===== config.mk =====
export PLATFORM = sky130hd
export DESIGN_NAME = throughput_frequency_lock_governor
export DESIGN_NICKNAME = d
export VERILOG_FILES = /design/src/hw/rtl/tflg_pkg.sv /design/src/hw/rtl/throughput_frequency_lock_governor.sv /design/src/hw/rtl/tflg_cfg_regs.sv /design/src/hw/rtl/tflg_divider.sv
export SDC_FILE = /design/constraint.sdc
export NUM_CORES = 1
export LEC_CHECK = 0
export BUFFER_PORTS_ARGS = -buffer_cell sky130_fd_sc_hd__clkbuf_2
export CORE_MARGIN = 3
export CORE_UTILIZATION = 60
export DETAILED_ROUTE_END_ITERATION = 6
export PLACE_DENSITY_LB_ADDON = 0.08
export REMOVE_ABC_BUFFERS = 1
export SYNTH_ARGS = -nofsm -noshare
export SYNTH_HDL_FRONTEND = slang
export SYNTH_SLANG_ARGS = --single-unit

===== constraint.sdc =====
create_clock -name clk_i -period 11.3 [get_ports clk_i]
set_input_delay 0 -clock clk_i [delete_from_list [all_inputs] [get_ports clk_i]]
set_output_delay 0 -clock clk_i [all_outputs]
set_load 0.1 [all_outputs]

===== src/hw/rtl/tflg_pkg.sv =====
// ----------------------------------------------------------------------------
// tflg_pkg: shared types and constants of the throughput frequency lock governor
// Widths, register indexes, action codes, sequencer states and config bundle.
// ----------------------------------------------------------------------------
`default_nettype none

package tflg_pkg;

  // Level table size and the clamp applied to level_count
  localparam int unsigned MAX_LEVELS  = 4;
  localparam int unsigned LIMIT_REGS  = 4;
  localparam int unsigned LEVELS_CAP  = (MAX_LEVELS < LIMIT_REGS) ? MAX_LEVELS : LIMIT_REGS;
  localparam int unsigned LIMIT_IDX_W = (LIMIT_REGS > 1) ? $clog2(LIMIT_REGS) : 1;

  // Field widths
  localparam int unsigned DATA_W   = 32;
  localparam int unsigned BYTE_W   = 16;
  localparam int unsigned HOLD_W   = 16;
  localparam int unsigned LEVEL_W  = 3;
  localparam int unsigned ACTION_W = 2;
  localparam int unsigned CFG_IDX_W = 3;

  localparam logic [LEVEL_W-1:0] LEVELS_CAP_L = LEVEL_W'(LEVELS_CAP);

  // Divider: dividend is byte total times eight
  localparam int unsigned BIT_SHIFT  = 3;
  localparam int unsigned DIVIDEND_W = DATA_W + BIT_SHIFT;
  localparam int unsigned DIV_CNT_W  = $clog2(DIVIDEND_W + 1);

  // Reset values
  localparam logic [DATA_W-1:0] TRIGGER_RESET = DATA_W'(655360);
  localparam logic [HOLD_W-1:0] HOLD_RESET    = HOLD_W'(1000);

  // Register indexes
  localparam int unsigned REG_TRIGGER     = 0;
  localparam int unsigned REG_LEVEL_COUNT = 1;
  localparam int unsigned REG_LIMIT_BASE  = 2;
  localparam int unsigned REG_HOLD        = REG_LIMIT_BASE + LIMIT_REGS;

  // Result action codes
  typedef enum logic [ACTION_W-1:0] {
    ACT_RAISE   = 2'd0,
    ACT_LOWER   = 2'd1,
    ACT_RESTORE = 2'd2
  } action_e;

  // Sequencer states
  typedef enum logic [2:0] {
    ST_IDLE,
    ST_EXEC,
    ST_DIV,
    ST_SCAN,
    ST_DECIDE,
    ST_EMIT
  } state_e;

  // Configuration bundle seen by the sequencer
  typedef struct packed {
    logic [DATA_W-1:0]                  trigger_bytes;
    logic [LEVEL_W-1:0]                 levels_used;
    logic [LIMIT_REGS-1:0][DATA_W-1:0]  speed_limit;
    logic [HOLD_W-1:0]                  hold_ms;
  } cfg_t;

endpackage

`default_nettype wire


===== src/hw/rtl/throughput_frequency_lock_governor.sv =====
// ----------------------------------------------------------------------------
// throughput_frequency_lock_governor: throughput driven frequency lock
// Accumulates packet bytes, measures kbit/s on trigger and requests lock levels.
// ----------------------------------------------------------------------------
//
//  channel   direction  handshake              payload
//  in        input      in_valid_i/in_ready_o   kind_i, byte_count_i
//  out       output     out_valid_o/out_ready_i action_o, level_o, speed_kbps_o
//  cfg       input      cfg_we_i                cfg_index_i, cfg_data_i
//
//  A packet that does not measure, or a tick, goes from exec to idle; a
//  restore tick goes on to emit. A measuring packet runs 35 divider steps,
//  scans the limits it exceeds, then decides and, on a result, emits.
//  One item is in work at a time; in_ready_o is high only in idle.
//  A result waits in the output register while the next item is accepted;
//  a new result waits in the emit state until that register frees up.
// ----------------------------------------------------------------------------
`default_nettype none

module throughput_frequency_lock_governor (
  input  wire logic                            clk_i,
  input  wire logic                            rst_ni,
  // configuration writes
  input  wire logic                            cfg_we_i,
  input  wire logic [tflg_pkg::CFG_IDX_W-1:0]  cfg_index_i,
  input  wire logic [tflg_pkg::DATA_W-1:0]     cfg_data_i,
  // input items
  input  wire logic                            in_valid_i,
  output logic                                 in_ready_o,
  input  wire logic                            kind_i,
  input  wire logic [tflg_pkg::BYTE_W-1:0]     byte_count_i,
  // result items
  output logic                                 out_valid_o,
  input  wire logic                            out_ready_i,
  output logic [tflg_pkg::ACTION_W-1:0]        action_o,
  output logic [tflg_pkg::LEVEL_W-1:0]         level_o,
  output logic [tflg_pkg::DATA_W-1:0]          speed_kbps_o
);

  localparam int unsigned DatW = tflg_pkg::DATA_W;
  localparam int unsigned LvlW = tflg_pkg::LEVEL_W;
  localparam int unsigned HldW = tflg_pkg::HOLD_W;
  localparam int unsigned BytW = tflg_pkg::BYTE_W;
  localparam int unsigned IdxW = tflg_pkg::LIMIT_IDX_W;

  tflg_pkg::cfg_t   cfg;
  tflg_pkg::state_e state_q, state_d;

  // Governor state
  logic [DatW-1:0] total_q, total_d;
  logic [DatW-1:0] elapsed_q, elapsed_d;
  logic            lock_q, lock_d;
  logic [LvlW-1:0] cur_level_q, cur_level_d;
  logic [HldW-1:0] hold_q, hold_d;
  logic [DatW-1:0] speed_q, speed_d;
  logic [LvlW-1:0] scan_q, scan_d;

  // Item and pending result
  logic               kind_q;
  logic [BytW-1:0]    bytes_q;
  tflg_pkg::action_e  pend_action_q, pend_action_d;
  logic [LvlW-1:0]    pend_level_q, pend_level_d;

  // Output register
  logic                         out_valid_q, out_valid_d;
  logic [tflg_pkg::ACTION_W-1:0] action_q;
  logic [LvlW-1:0]              level_q;
  logic [DatW-1:0]              speed_out_q;

  // Divider hookup
  logic                              div_start;
  logic                              div_done;
  logic [tflg_pkg::DIVIDEND_W-1:0]   div_quo;
  logic [DatW:0]                     sum_w;
  logic [DatW-1:0]                   sum_sat;
  logic                              scan_more;
  logic                              out_free;

  tflg_cfg_regs u_cfg (
    .clk_i       (clk_i),
    .rst_ni      (rst_ni),
    .cfg_we_i    (cfg_we_i),
    .cfg_index_i (cfg_index_i),
    .cfg_data_i  (cfg_data_i),
    .cfg_o       (cfg)
  );

  tflg_divider u_div (
    .clk_i      (clk_i),
    .rst_ni     (rst_ni),
    .start_i    (div_start),
    .dividend_i ({sum_sat, tflg_pkg::BIT_SHIFT'(0)}),
    .divisor_i  (elapsed_q),
    .done_o     (div_done),
    .quotient_o (div_quo)
  );

  // Saturating byte add and level scan compare
  always_comb begin
    sum_w     = {1'b0, total_q} + {{(DatW + 1 - BytW){1'b0}}, bytes_q};
    sum_sat   = sum_w[DatW] ? '1 : sum_w[DatW-1:0];
    scan_more = (scan_q < cfg.levels_used) &&
                (speed_q > cfg.speed_limit[scan_q[IdxW-1:0]]);
    out_free  = !out_valid_q || out_ready_i;
  end

  // Next state
  always_comb begin
    state_d = state_q;
    unique case (state_q)
      tflg_pkg::ST_IDLE: begin
        if (in_valid_i) state_d = tflg_pkg::ST_EXEC;
      end
      tflg_pkg::ST_EXEC: begin
        if (kind_q) begin
          if (!lock_q) state_d = tflg_pkg::ST_IDLE;
          else if (hold_q <= HldW'(1)) state_d = tflg_pkg::ST_EMIT;
          else state_d = tflg_pkg::ST_IDLE;
        end else if (sum_sat <= cfg.trigger_bytes || elapsed_q == '0) begin
          state_d = tflg_pkg::ST_IDLE;
        end else begin
          state_d = tflg_pkg::ST_DIV;
        end
      end
      tflg_pkg::ST_DIV: begin
        if (div_done) state_d = tflg_pkg::ST_SCAN;
      end
      tflg_pkg::ST_SCAN: begin
        if (!scan_more) state_d = tflg_pkg::ST_DECIDE;
      end
      tflg_pkg::ST_DECIDE: begin
        if (scan_q == '0) state_d = tflg_pkg::ST_IDLE;
        else if (!lock_q || scan_q != cur_level_q) state_d = tflg_pkg::ST_EMIT;
        else state_d = tflg_pkg::ST_IDLE;
      end
      tflg_pkg::ST_EMIT: begin
        if (out_free) state_d = tflg_pkg::ST_IDLE;
      end
      default: state_d = tflg_pkg::ST_IDLE;
    endcase
  end

  // Datapath and outputs per state
  always_comb begin
    total_d       = total_q;
    elapsed_d     = elapsed_q;
    lock_d        = lock_q;
    cur_level_d   = cur_level_q;
    hold_d        = hold_q;
    speed_d       = speed_q;
    scan_d        = scan_q;
    pend_action_d = pend_action_q;
    pend_level_d  = pend_level_q;
    out_valid_d   = out_valid_q && !out_ready_i;
    div_start     = 1'b0;
    in_ready_o    = 1'b0;
    unique case (state_q)
      tflg_pkg::ST_IDLE: begin
        in_ready_o = 1'b1;
      end
      tflg_pkg::ST_EXEC: begin
        if (kind_q) begin
          // advance elapsed time and count down the hold
          if (elapsed_q != '1) elapsed_d = elapsed_q + 1'b1;
          if (lock_q) begin
            if (hold_q <= HldW'(1)) begin
              hold_d        = '0;
              lock_d        = 1'b0;
              pend_action_d = tflg_pkg::ACT_RESTORE;
              pend_level_d  = '0;
            end else begin
              hold_d = hold_q - 1'b1;
            end
          end
        end else if (sum_sat <= cfg.trigger_bytes) begin
          total_d = sum_sat;
        end else begin
          // restart the window; measure only when time has passed
          total_d   = '0;
          elapsed_d = '0;
          div_start = (elapsed_q != '0);
        end
      end
      tflg_pkg::ST_DIV: begin
        if (div_done) begin
          speed_d = (div_quo[tflg_pkg::DIVIDEND_W-1:DatW] != '0) ? '1 : div_quo[DatW-1:0];
          scan_d  = '0;
        end
      end
      tflg_pkg::ST_SCAN: begin
        if (scan_more) scan_d = scan_q + 1'b1;
      end
      tflg_pkg::ST_DECIDE: begin
        if (scan_q != '0) begin
          hold_d       = cfg.hold_ms;
          lock_d       = 1'b1;
          cur_level_d  = scan_q;
          pend_level_d = scan_q;
          if (lock_q && scan_q < cur_level_q) pend_action_d = tflg_pkg::ACT_LOWER;
          else pend_action_d = tflg_pkg::ACT_RAISE;
        end
      end
      tflg_pkg::ST_EMIT: begin
        if (out_free) out_valid_d = 1'b1;
      end
      default: ;
    endcase
  end

  // Control and governor state
  always_ff @(posedge clk_i or negedge rst_ni) begin
    if (!rst_ni) begin
      state_q     <= tflg_pkg::ST_IDLE;
      total_q     <= '0;
      elapsed_q   <= '0;
      lock_q      <= 1'b0;
      cur_level_q <= '0;
      hold_q      <= '0;
      speed_q     <= '0;
      scan_q      <= '0;
      out_valid_q <= 1'b0;
    end else begin
      state_q     <= state_d;
      total_q     <= total_d;
      elapsed_q   <= elapsed_d;
      lock_q      <= lock_d;
      cur_level_q <= cur_level_d;
      hold_q      <= hold_d;
      speed_q     <= speed_d;
      scan_q      <= scan_d;
      out_valid_q <= out_valid_d;
    end
  end

  // Capture the item on transfer and load the result on emit
  always_ff @(posedge clk_i) begin
    if (in_valid_i && in_ready_o) begin
      kind_q  <= kind_i;
      bytes_q <= byte_count_i;
    end
    pend_action_q <= pend_action_d;
    pend_level_q  <= pend_level_d;
    if (state_q == tflg_pkg::ST_EMIT && out_free) begin
      action_q    <= pend_action_q;
      level_q     <= pend_level_q;
      speed_out_q <= speed_q;
    end
  end

  assign out_valid_o  = out_valid_q;
  assign action_o     = action_q;
  assign level_o      = level_q;
  assign speed_kbps_o = speed_out_q;

endmodule

`default_nettype wire


===== src/hw/rtl/tflg_cfg_regs.sv =====
// ----------------------------------------------------------------------------
// tflg_cfg_regs: configuration register file
// Takes plain writes by index and presents the clamped level count.
// ----------------------------------------------------------------------------
`default_nettype none

module tflg_cfg_regs (
  input  wire logic                            clk_i,
  input  wire logic                            rst_ni,
  input  wire logic                            cfg_we_i,
  input  wire logic [tflg_pkg::CFG_IDX_W-1:0]  cfg_index_i,
  input  wire logic [tflg_pkg::DATA_W-1:0]     cfg_data_i,
  output tflg_pkg::cfg_t                       cfg_o
);

  logic [tflg_pkg::DATA_W-1:0]                        trigger_q;
  logic [tflg_pkg::LEVEL_W-1:0]                       level_count_q;
  logic [tflg_pkg::LIMIT_REGS-1:0][tflg_pkg::DATA_W-1:0] limit_q;
  logic [tflg_pkg::HOLD_W-1:0]                        hold_q;

  // Write the addressed register; unused indexes drop the write
  always_ff @(posedge clk_i or negedge rst_ni) begin
    if (!rst_ni) begin
      trigger_q     <= tflg_pkg::TRIGGER_RESET;
      level_count_q <= '0;
      limit_q       <= '0;
      hold_q        <= tflg_pkg::HOLD_RESET;
    end else if (cfg_we_i) begin
      if (32'(cfg_index_i) == tflg_pkg::REG_TRIGGER) begin
        trigger_q <= cfg_data_i;
      end
      if (32'(cfg_index_i) == tflg_pkg::REG_LEVEL_COUNT) begin
        level_count_q <= cfg_data_i[tflg_pkg::LEVEL_W-1:0];
      end
      for (int i = 0; i < tflg_pkg::LIMIT_REGS; i++) begin
        if (32'(cfg_index_i) == tflg_pkg::REG_LIMIT_BASE + i) begin
          limit_q[i] <= cfg_data_i;
        end
      end
      if (32'(cfg_index_i) == tflg_pkg::REG_HOLD) begin
        hold_q <= cfg_data_i[tflg_pkg::HOLD_W-1:0];
      end
    end
  end

  // Clamp the level count to the table size
  always_comb begin
    cfg_o.trigger_bytes = trigger_q;
    cfg_o.levels_used   = (level_count_q > tflg_pkg::LEVELS_CAP_L) ?
                          tflg_pkg::LEVELS_CAP_L : level_count_q;
    cfg_o.speed_limit   = limit_q;
    cfg_o.hold_ms       = hold_q;
  end

endmodule

`default_nettype wire


===== src/hw/rtl/tflg_divider.sv =====
// ----------------------------------------------------------------------------
// tflg_divider: iterative restoring divider
// One quotient bit per cycle; done pulses in the cycle after the last step.
// ----------------------------------------------------------------------------
`default_nettype none

module tflg_divider (
  input  wire logic                             clk_i,
  input  wire logic                             rst_ni,
  input  wire logic                             start_i,
  input  wire logic [tflg_pkg::DIVIDEND_W-1:0]  dividend_i,
  input  wire logic [tflg_pkg::DATA_W-1:0]      divisor_i,
  output logic                                  done_o,
  output logic [tflg_pkg::DIVIDEND_W-1:0]       quotient_o
);

  localparam int unsigned DvdW = tflg_pkg::DIVIDEND_W;
  localparam int unsigned DatW = tflg_pkg::DATA_W;
  localparam int unsigned CntW = tflg_pkg::DIV_CNT_W;

  logic            busy_q, busy_d;
  logic            done_q, done_d;
  logic [CntW-1:0] cnt_q, cnt_d;
  logic [DatW-1:0] rem_q, rem_d;
  logic [DvdW-1:0] quo_q, quo_d;
  logic [DatW-1:0] dsr_q, dsr_d;
  logic [DatW+1:0] trial;

  // Shift in the next dividend bit and try one subtraction
  always_comb begin
    trial  = {1'b0, rem_q, quo_q[DvdW-1]} - {2'b00, dsr_q};
    busy_d = busy_q;
    done_d = 1'b0;
    cnt_d  = cnt_q;
    rem_d  = rem_q;
    quo_d  = quo_q;
    dsr_d  = dsr_q;
    if (start_i) begin
      busy_d = 1'b1;
      cnt_d  = '0;
      rem_d  = '0;
      quo_d  = dividend_i;
      dsr_d  = divisor_i;
    end else if (busy_q) begin
      if (trial[DatW+1]) begin
        rem_d = {rem_q[DatW-2:0], quo_q[DvdW-1]};
        quo_d = {quo_q[DvdW-2:0], 1'b0};
      end else begin
        rem_d = trial[DatW-1:0];
        quo_d = {quo_q[DvdW-2:0], 1'b1};
      end
      cnt_d = cnt_q + 1'b1;
      if (cnt_q == CntW'(DvdW - 1)) begin
        busy_d = 1'b0;
        done_d = 1'b1;
      end
    end
  end

  // Control state
  always_ff @(posedge clk_i or negedge rst_ni) begin
    if (!rst_ni) begin
      busy_q <= 1'b0;
      done_q <= 1'b0;
      cnt_q  <= '0;
    end else begin
      busy_q <= busy_d;
      done_q <= done_d;
      cnt_q  <= cnt_d;
    end
  end

  // Datapath
  always_ff @(posedge clk_i) begin
    rem_q <= rem_d;
    quo_q <= quo_d;
    dsr_q <= dsr_d;
  end

  assign done_o     = done_q;
  assign quotient_o = quo_q;

endmodule

`default_nettype wire

### Yosys cells after proc, flatten, opt, wreduce, memory -nomap -nowiden

Cells that the tools add are included.

* add/sub/neg operators: 6
* $mul: 0
* div/mod/pow operators: 0
* $lt $le $gt $ge: 7
* equal/unequal tests: 25
* shifts and indexed selects: 0
* mux-type cells: 62
* bitwise logic cells: 1
* reductions and logical operators: 37

Operators with widths (number)
* $mux 32: 8
* $mux 35: 2
* $bmux 32 s2: 1
* $mux 16: 4
* $mux 3: 16
* $sub 33x32->34: 1
* $add 32x16->33: 1
* $add 32x1->32 const B: 1
* $gt 32x32->1: 1
* $le 32x32->1: 1
* $logic_not 32->1: 1
* $ne 32x32->1 const B: 1
* $pmux 16 s2: 1
* $reduce_bool 32->1: 1
* $reduce_and 2->1: 10
* $mux 1: 18
* $ne 2x2->1 const B: 9
* $pmux 3 s6: 1
* $le 16x1->1 const B: 1
* $sub 16x1->16 const B: 1
* $eq 3x3->1 const B: 5
* $eq 3x2->1 const B: 4
* $mux 6: 2
* $pmux 3 s2: 2
* 22 further kinds: 45

* flip-flop bits (word level): 468
* latch bits: 0
* RAM bits: 0
* ROM bits: 0
* output and inout bits: 39
* logic and storage cells: 168
* memories kept: 0

### Logic depth before layout (Yosys ltp)

Gate-level depths: netlist of the first run.

* word-level depth: 7
* gate-level depth with buffers: 24

### Cells and area by module

Synthesis of the first run repeated with hierarchy kept, for this count alone.

* cells, all modules: 2088
* area total of the unflattened synthesis: 24353.4 um2

Modules (own cells, without submodules)
* throughput_frequency_lock_governor: times used 1, cells an instance 1130, area each 11553.6 um2, seq. area each 4849.7 um2
* tflg_cfg_regs: times used 1, cells an instance 390, area each 6745.2 um2, seq. area each 4489.3 um2
* tflg_divider: times used 1, cells an instance 568, area each 6054.6 um2, seq. area each 2852.7 um2

### Worst setup path after synthesis of the first run

OpenSTA, ideal clock, no wires.

* path type: register to register
* start: register total_q[0]
* end: register u_div.dsr_q[0] (enable)
* library setup time: 0.409 ns
* arrival: 5.130 ns
* data required time: 10.891 ns
* path slack: 5.761 ns
* stages on the path, launching flop included: 19
* buffers on the path: 2
* path through: dfrtp_1 ha_1 fa_1 a21o_1 a21oi_1 nor2b_1 o211ai_1 a31oi_1 o21ai_1 clkbuf_1 nand2_1 ha_1 nand4_1 or3_1 o221a_2 o21ai_1 nand2_1 clkinv_1 clkbuf_1

* longest elaborated chain between the ends: 6

Ends and longest elaborated chain
* start, declared: line throughput_frequency_lock_governor.sv:50 `logic [DatW-1:0] total_q, total_d;`
* start signal, assigned: line throughput_frequency_lock_governor.sv:224 `total_q <= total_d;`
* $add 32x16->33: line throughput_frequency_lock_governor.sv:100 `sum_w = {1'b0, total_q} + {{(DatW + 1 - BytW){1'b0}}, bytes_q};`
* $mux 32: line throughput_frequency_lock_governor.sv:101 `sum_sat = sum_w[DatW] ? '1 : sum_w[DatW-1:0];`
* $le 32x32->1: line throughput_frequency_lock_governor.sv:175 `end else if (sum_sat <= cfg.trigger_bytes) begin`
* $mux 1: line throughput_frequency_lock_governor.sv:175
* $mux 1: line throughput_frequency_lock_governor.sv:162 `if (kind_q) begin`
* $mux 1: line throughput_frequency_lock_governor.sv:157 `unique case (state_q)`
* net div_start: line throughput_frequency_lock_governor.sv:71 `logic div_start;`
* end signal, assigned: line tflg_divider.sv:77 `dsr_q <= dsr_d;`
* end, declared: line tflg_divider.sv:26 `logic [DatW-1:0] dsr_q, dsr_d;`

The timed path passes the listed nets, and every way through them passes these cells.
A chain may end at the register's enable or synchronous reset.

### Worst setup path after layout of the first run

* start: register total_q[0]
* end: register u_div.quo_q[28] (netlist: u_div.quotient_o[28]) (data pin)

* longest elaborated chain between the ends: 7

Ends and longest elaborated chain
* $add 32x16->33 *: line throughput_frequency_lock_governor.sv:100
* $mux 32 *: line throughput_frequency_lock_governor.sv:101
* $le 32x32->1: line throughput_frequency_lock_governor.sv:175
* $mux 1: line throughput_frequency_lock_governor.sv:175
* $mux 1: line throughput_frequency_lock_governor.sv:162
* $mux 1: line throughput_frequency_lock_governor.sv:157
* $mux 35 *: line tflg_divider.sv:38 `if (start_i) begin`
* net u_div.quo_d[28]: line tflg_divider.sv:25 `logic [DvdW-1:0] quo_q, quo_d;`
* end signal, assigned: line tflg_divider.sv:76 `quo_q <= quo_d;`
* end, declared: line tflg_divider.sv:25

The timed path passes the listed nets; every way through them passes the cells marked *.

==> results of run 1 <==
how the worst max path moves through the flow:
stage / from / to / slack [ns] / cells after the start
2_1_floorplan: total_q[0]$_DFFE_PN0P_ / u_div.quotient_o[28]$_DFFE_PP_ / 4.15 / 19
3_3_place_gp: total_q[0]$_DFFE_PN0P_ / u_div.quotient_o[28]$_DFFE_PP_ / 5.31 / 20
3_5_place_dp: total_q[0]$_DFFE_PN0P_ / u_div.quotient_o[30]$_DFFE_PP_ / 5.14 / 20
4_1_cts: total_q[0]$_DFFE_PN0P_ / u_div.quotient_o[30]$_DFFE_PP_ / 5.11 / 20
5_1_grt: total_q[0]$_DFFE_PN0P_ / u_div.quotient_o[30]$_DFFE_PP_ / 4.67 / 20
6_report: total_q[0]$_DFFE_PN0P_ / u_div.quotient_o[28]$_DFFE_PP_ / 5.09 / 20
kinds of logic after synthesis:
kind of cell | count (synthesis) | share of synthesized area [%]
mux | 190 | 10.6
buf+inv | 234 | 3.87
compound gates | 499 | 13.5
xor+xnor | 70 | 2.61
simple gates | 530 | 11.0
fa+ha+maj | 127 | 6.82
flops | 468 | 51.7
registers in the layout (all words and copies together), names as in the netlist, 32 cells and up:
name              cells
speed_kbps_o         32
u_div.dsr_q          32
total_q              32
u_cfg.cfg_o         128
u_cfg.trigger_q      32
u_div.quotient_o     35
speed_q              32
elapsed_q            32
u_div.rem_q          32
through the flow:
| stage | util, % | area, µm² | setup slack [ns] |
|---|---|---|---|
| finish | 70.5 | 26900 | 5.09 |
| CTS | 70.5 | 26900 | 5.11 |
| global route | 70.5 | 26900 | 4.67 |
| global placement | 64.4 | 24500 | 5.31 |
| floorplan | - | 23200 | 4.15 |
| detailed placement | 64.4 | 24500 | 5.14 |
what timing repair did:
item | 4_1_cts | 5_1_grt
hold endpoints to repair | 293 | 0
setup buffers | 0 | 0
hold buffers | 54 | 0
cells in the final DEF (no fill, tap or decap), types with 35 or more instances in the layout:
master           n
clkbuf_16       52
xnor2_1         42
inv_1          141
ha_1           125
mux2_2         149
dfrtp_1        300
a21o_1          54
nor2_1         121
nand2_1        172
edfxtp_1       123
clkbuf_2        94
o21ai_0        155
nand4_1         35
dfxtp_1         35
a21oi_1        115
dlygate4sd3_1   54
nand3_1         36
power by group through the flow:
stage | logic, mW | registers, mW | clock network, mW
after floorplan | 1.49 | 2.12 | 0
after global placement | 1.93 | 2.15 | 0
after detailed placement | 1.99 | 2.16 | 0
after CTS | 2.02 | 2.14 | 1.77
after global routing | 2.26 | 2.17 | 1.85
final | 2.03 | 2.14 | 1.74
per-layer routing:
layer / part of all wire, % / vias to the layer above
li1: - / 7950
met4: 2.7 / 0
met3: 4.8 / 112
met5: 0 / -
met2: 48 / 454
met1: 44 / 8556
final cells by class:
class	count	area, µm²	share of cell area [%]
Multi-Input combinational cell	1416	10500	39.1
Inverter	143	537	2.00
Clock buffer	74	1480	5.53
Clock inverter	20	285	1.06
Sequential cell	468	12200	45.3
Tap cell	511	639	2.38
Timing Repair Buffer	179	1250	4.66
==> out/results.tsv, run 1 <==
stage	metric	value	unit
run_status	outcome	complete, but fails checks	
run_status	failing checks	hold timing	
worst_setup_path	cell family contributing the most delay on the critical path	simple AND/OR/NAND/NOR gates	
cells_and_area	post-route insts no fill	2811	
worst_setup_path	worst reg2reg setup slack	5.09	ns
cts	CTS tree	built	
global_route	aggregate global-route resource usage	27.7	%
logic_synthesis	main flop type after synthesis	dfrtp_1	
sta	Slew @ Worst Pin	1.06	ns
sta	Final min period	6.21	ns
logic_synthesis	syn avg cell area	11.1	µm²
worst_hold_path	HP Class	in2async	
logic_synthesis	most common cell in the synthesized netlist	dfrtp_1	
logic_synthesis	Synth Instances	2118	
power_and_ir_drop	Cell Pwr Density	220	mW/mm²
worst_setup_path	R2R Path End	u_div.quotient_o[28]$_DFFE_PP_	
worst_setup_path	Cell Chain, Critical Path	ha_1 > fa_1 > a21o_1 > a21oi_1 > nor2b_1 > o211ai_1 > and3_1 > o21ai_1 > and4_1 > mux2_2 > ha_1 > nand4_1 > nor4_1 > inv_1 > o21ai_1 > nand2_2 > inv_2 > buf_4 > nor2_1 > a22o_1	
sta	Hold Vio Cnt, Final	1	
logic_synthesis	post-synthesis async set-or-reset flop share	66.2	%
routing	Routed WL	56.7	mm
routing	DRT antenna net count	0	
power_and_ir_drop	Max VDD drop	0.208	mV
worst_setup_path	kind of critical path	reg2reg	
logic_synthesis	Synth area leaders	dfrtp_1 32%, edfxtp_1 16%, mux2_2 7.1%, ha_1 6.6%, o21ai_0 3.3%	
logic_synthesis	yosys warns	0	
cells_and_area	n_diodes	0	
routing	vias	17100	
power_and_ir_drop	Internal Power	3.88	mW
logic_synthesis	Seq cells post-synth	468	
logic_synthesis	Synth area leader	dfrtp_1	
worst_setup_path	Max FO, Critical Path	41	
cells_and_area	layout cells sized above 1	18.7	%
global_route	met3 Use GR	3.44	%
sta	max-slew violations	0	
routing	DRT iter0 DRCs	1136	
cts	CTS Buf Count	50	
floorplan	row cnt	71	
sta	Achievable Freq	161	MHz
sta	Final Skew	0.0198	ns
floorplan	starting density of the core	61.7	%
global_route	Most Crowded Layer GR	met2	
global_route	GR Util met2	46.4	%
power_and_ir_drop	Psw	2.02	mW
cells_and_area	synth-to-layout area growth	14.2	%
cells_and_area	Fill cells	2731	
cts	root buffer cell	clkbuf_16	
power_and_ir_drop	Comb power frac	34.3	%
sta	RSZ-0062 raised after global routing	false	
logic_synthesis	Yosys cell types	81	
floorplan	Die Ht	204	µm
routing	Via density	6.07	
power_and_ir_drop	Leak	11.9	nW
floorplan	DIE AREA	0.0416	mm²
logic_synthesis	top cell type's share of synthesized area	32.1	%
power_and_ir_drop	switching part of the total power	34.3	%
worst_setup_path	startpoint types	flop	
placement	gpl congestion	0.935	
logic_synthesis	Post-synth top cells	302 x dfrtp_1, 173 x nand2_1, 156 x o21ai_0	
worst_setup_path	number of buffers and inverters on the critical path	3	
worst_setup_path	Worst Setup End Kind	flop	
routing	DRC	0	
cts	Post-CTS Resized	0	
floorplan	Core ar.	0.0381	mm²
cts	Worst-path clk slew	0.06	ns
power_and_ir_drop	Pwr Total	5.91	mW
sta	setup violators final	0	
floorplan	Chip Width	204	µm
global_route	number of global-route vias before repair	17200	
cts	H-tree depth	2	
worst_setup_path	Crit-path slowest cell	o21ai_1	
power_and_ir_drop	clock power share	29.5	%
routing	drt pass-1 iters	5	
worst_setup_path	r2r worst-path depth	20	
power_and_ir_drop	Seq pwr share	36.2	%
sta	Slew HR	28.7	%
global_route	initial antenna violation count	0	
sta	Fin Setup TNS	0	ns
cts	total clock sinks	468	
cells_and_area	nets	2442	
worst_setup_path	WP data arrival	6.56	ns
placement	# port buffers	95	
placement	dpl hpwl	38.2	mm
sta	Period Utilization, post-route	54.9	%
cts	Skew-Pair Late Insertion Delay	0.61	ns
sta	Fin Hold WS	-0.00384	ns
logic_synthesis	sequential area share after synthesis	51.7	%
worst_setup_path	Req. time, crit path	11.65	ns
placement	DP Cell Count	2663	
floorplan	# IOs	96	
routing	routed length per placed instance	20.2	µm
job	max-cap check violation count	0	
global_route	total grt overflow	0	
logic_synthesis	synthesized area	0.0235	mm²
logic_synthesis	number of synthesized flops with an enable pin	123	
cts	Bufs on Longest Clock Path	3	
global_route	global-route wire length before repair	91.7	mm
global_route	M1 GR Usage	38.0	%
worst_setup_path	FF-to-FF Start	total_q[0]$_DFFE_PN0P_	
global_route	pin count of the biggest net entering global routing	98	
worst_setup_path	CP peak stage delay	0.84	ns
Power figures use the tool's default switching activity.
==> inputs of run 2 (changes only) <==
==> constraint.sdc (replaced) <==
create_clock -name clk_i -period 6.3 [get_ports clk_i]
set_input_delay 0 -clock clk_i [delete_from_list [all_inputs] [get_ports clk_i]]
set_output_delay 0 -clock clk_i [all_outputs]
set_load 0.1 [all_outputs]
==> run 2 against run 1 <==
Compared with the run above:
- the run now ends clean
- clock power is 76% higher
- sequential cell count unchanged
- total power grew 79%
- global-route usage decreased by 0.070 points
- critical path depth down 2
- hold slack improved by 0.046 ns
- combinational power grew 81%
- register-to-register slack worse by 4.6 ns
- fmax up 7.3%
- highest routed layer unchanged
==> out/results.tsv, run 2 (same netlist as run 1, synthesis figures left out) <==
stage	metric	value	unit
cts	H-tree depth	2	
power_and_ir_drop	Pwr Total	10.6	mW
worst_hold_path	HP Class	in2reg	
cells_and_area	layout cells sized above 1	18.9	%
worst_setup_path	r2r worst-path depth	18	
cts	CTS tree	built	
routing	vias	17100	
cts	CTS Buf Count	50	
job	max-cap check violation count	0	
worst_setup_path	FF-to-FF Start	total_q[0]$_DFFE_PN0P_	
cts	Skew-Pair Late Insertion Delay	0.60	ns
cells_and_area	most common cell after layout, fill and taps aside	dfrtp_1	
cells_and_area	nets	2443	
cts	Worst-path clk slew	0.06	ns
global_route	aggregate global-route resource usage	27.6	%
placement	dpl hpwl	38.5	mm
worst_hold_path	WHS Endpoint	u_cfg.level_count_q[2]$_DFFE_PN0P_	
worst_setup_path	Worst Setup End Kind	flop	
global_route	global-route wire length before repair	91.4	mm
cts	total clock sinks	468	
power_and_ir_drop	Psw	3.67	mW
routing	DRT antenna net count	0	
placement	DP Cell Count	2665	
worst_setup_path	R2R Path End	u_div.quotient_o[29]$_DFFE_PP_	
worst_setup_path	Req. time, crit path	6.58	ns
sta	setup ws final	0.513	ns
global_route	initial antenna violation count	0	
routing	Routed WL	56.2	mm
power_and_ir_drop	Max VDD drop	0.255	mV
power_and_ir_drop	clock power share	29.0	%
floorplan	Core ar.	0.0381	mm²
worst_setup_path	kind of critical path	reg2reg	
global_route	total grt overflow	0	
global_route	number of global-route vias before repair	17000	
placement	gpl congestion	0.923	
routing	DRC	0	
cells_and_area	synth-to-layout area growth	14.2	%
sta	max-slew violations	0	
sta	Achievable Freq	173	MHz
power_and_ir_drop	Leak	11.9	nW
worst_hold_path	Worst Hold Launch	cfg_index_i[0]	
power_and_ir_drop	Cell Pwr Density	393	mW/mm²
sta	Slew HR	32.4	%
power_and_ir_drop	Internal Power	6.90	mW
power_and_ir_drop	switching part of the total power	34.7	%
cells_and_area	n_diodes	0	
cells_and_area	Fill cells	2729	
worst_setup_path	WP data arrival	6.07	ns
cts	Post-CTS Resized	0	
cells_and_area	max reg flops	128	
sta	Final Skew	0.0271	ns
global_route	pin count of the biggest net entering global routing	125	
cts	root buffer cell	clkbuf_16	
power_and_ir_drop	Comb power frac	34.8	%
cells_and_area	final core occ	70.5	%
cts	Bufs on Longest Clock Path	3	
floorplan	Chip Width	204	µm
floorplan	DIE AREA	0.0416	mm²
sta	Final min period	5.79	ns
sta	RSZ-0062 raised after global routing	false	
worst_setup_path	Worst Setup SP	total_q[0]$_DFFE_PN0P_	
sta	setup violators final	0	
placement	# port buffers	95	
routing	DRT iter0 DRCs	1337	
cells_and_area	highest-count cells in the layout ignoring fill and taps	300 x dfrtp_1, 172 x nand2_1, 155 x o21ai_0, 149 x mux2_2, 141 x inv_1	
worst_setup_path	startpoint types	flop	
floorplan	starting density of the core	61.7	%
placement	DP Worst Slack	0.617	ns
routing	routed length per placed instance	20.0	µm
cells_and_area	post-route insts no fill	2811	
floorplan	Die Ht	204	µm
worst_hold_path	hold path cells	4	
floorplan	row cnt	71	
cts	postcts setup bufs	0	
routing	Via density	6.07	
sta	Slew @ Worst Pin	1.01	ns
run_status	outcome	finished clean	
routing	drt pass-1 iters	5	
worst_setup_path	Max FO, Critical Path	27	
sta	Period Utilization, post-route	91.9	%
floorplan	# IOs	96	
sta	Hold Vio Cnt, Final	0	
power_and_ir_drop	Seq pwr share	36.2	%
worst_setup_path	worst reg2reg setup slack	0.51	ns
-- run 2: cell count changes in the layout (fill, tap and decap cells not counted) --
| cell | change |
|---|---|
| buf_12 | +3 |
| buf_4 | -1 |
| clkbuf_1 | -2 |
| clkbuf_16 | -1 |
| clkbuf_8 | -4 |
| clkinv_2 | +2 |
| clkinv_8 | +1 |
| clkinvlp_4 | +2 |
| dlygate4sd3_1 | -1 |
| inv_6 | +1 |
-- run 2: metrics by stage --
step	setup TNS, ns	hold WS (ns)	instance area [µm²]
after floorplan	-41.83	-0.296	23200
after global placement	0	0.145	24600
after detailed placement	0	0.159	24600
after CTS	0	0.000738	26900
after global routing	0	0.0663	26900
final	0	0.0424	26900
-- run 2: area by class of cell --
type / instances / area [µm²] / share of cell area, %
inverters: 143 / 537 / 2.00
repair buffers: 180 / 1290 / 4.82
multi-input cells: 1416 / 10500 / 39.1
clock inverters: 26 / 335 / 1.25
flip-flops and latches: 468 / 12200 / 45.3
well taps: 511 / 639 / 2.38
clock buffers: 67 / 1400 / 5.20
-- run 2: worst max-delay path: stages, from the launching register on --
cell	delay, ns
dfrtp_1	0.38
ha_1	0.22
fa_1	0.41
a21o_1	0.19
a21oi_1	0.22
nor2b_1	0.11
o211ai_1	0.26
and3_1	0.26
o21ai_1	0.37
and3_1	0.32
o21ai_0	0.53
ha_1	0.24
nand4_1	0.19
nor4_1	0.47
inv_1	0.08
o21ai_1	0.27
nand2_2	0.31
nand2_1	0.39
buf_12	0.26
-- run 2: metal layers --
layer  GRT usage (%)  share of wire, %  up-vias  routed length (µm)
li1                -                 -     7968                   -
met1            38.4                44     8521               24700
met2            45.5                48      469               27200
met3            3.49               4.9      110                2740
met4            9.27               2.9        0                1610
met5               0                 0        -                   0
-- run 2: worst max-delay path by stage --
stage	end
4_1_cts	u_div.quotient_o[27]$_DFFE_PP_
5_1_grt	u_div.quotient_o[24]$_DFFE_PP_
6_report	u_div.quotient_o[29]$_DFFE_PP_
2_1_floorplan	u_div.quotient_o[28]$_DFFE_PP_
3_3_place_gp	u_div.quotient_o[24]$_DFFE_PP_
3_5_place_dp	u_div.quotient_o[23]$_DFFE_PP_
-- run 2: repair_timing --
item / CTS / global route
hold endpoints to repair: 324 / 0
hold buffers: 53 / 0
endpoints found under the setup margin: 0 / 0
-- run 2: power by group through the flow --
| stage | Sequential (mW) | Clock [mW] | Combinational (mW) |
|---|---|---|---|
| 2_1_floorplan | 3.80 | 0 | 2.67 |
| 6_report | 3.83 | 3.07 | 3.67 |
| 4_1_cts | 3.82 | 3.13 | 3.64 |
| 5_1_grt | 3.88 | 3.26 | 4.09 |
| 3_3_place_gp | 3.85 | 0 | 3.48 |
| 3_5_place_dp | 3.88 | 0 | 3.57 |
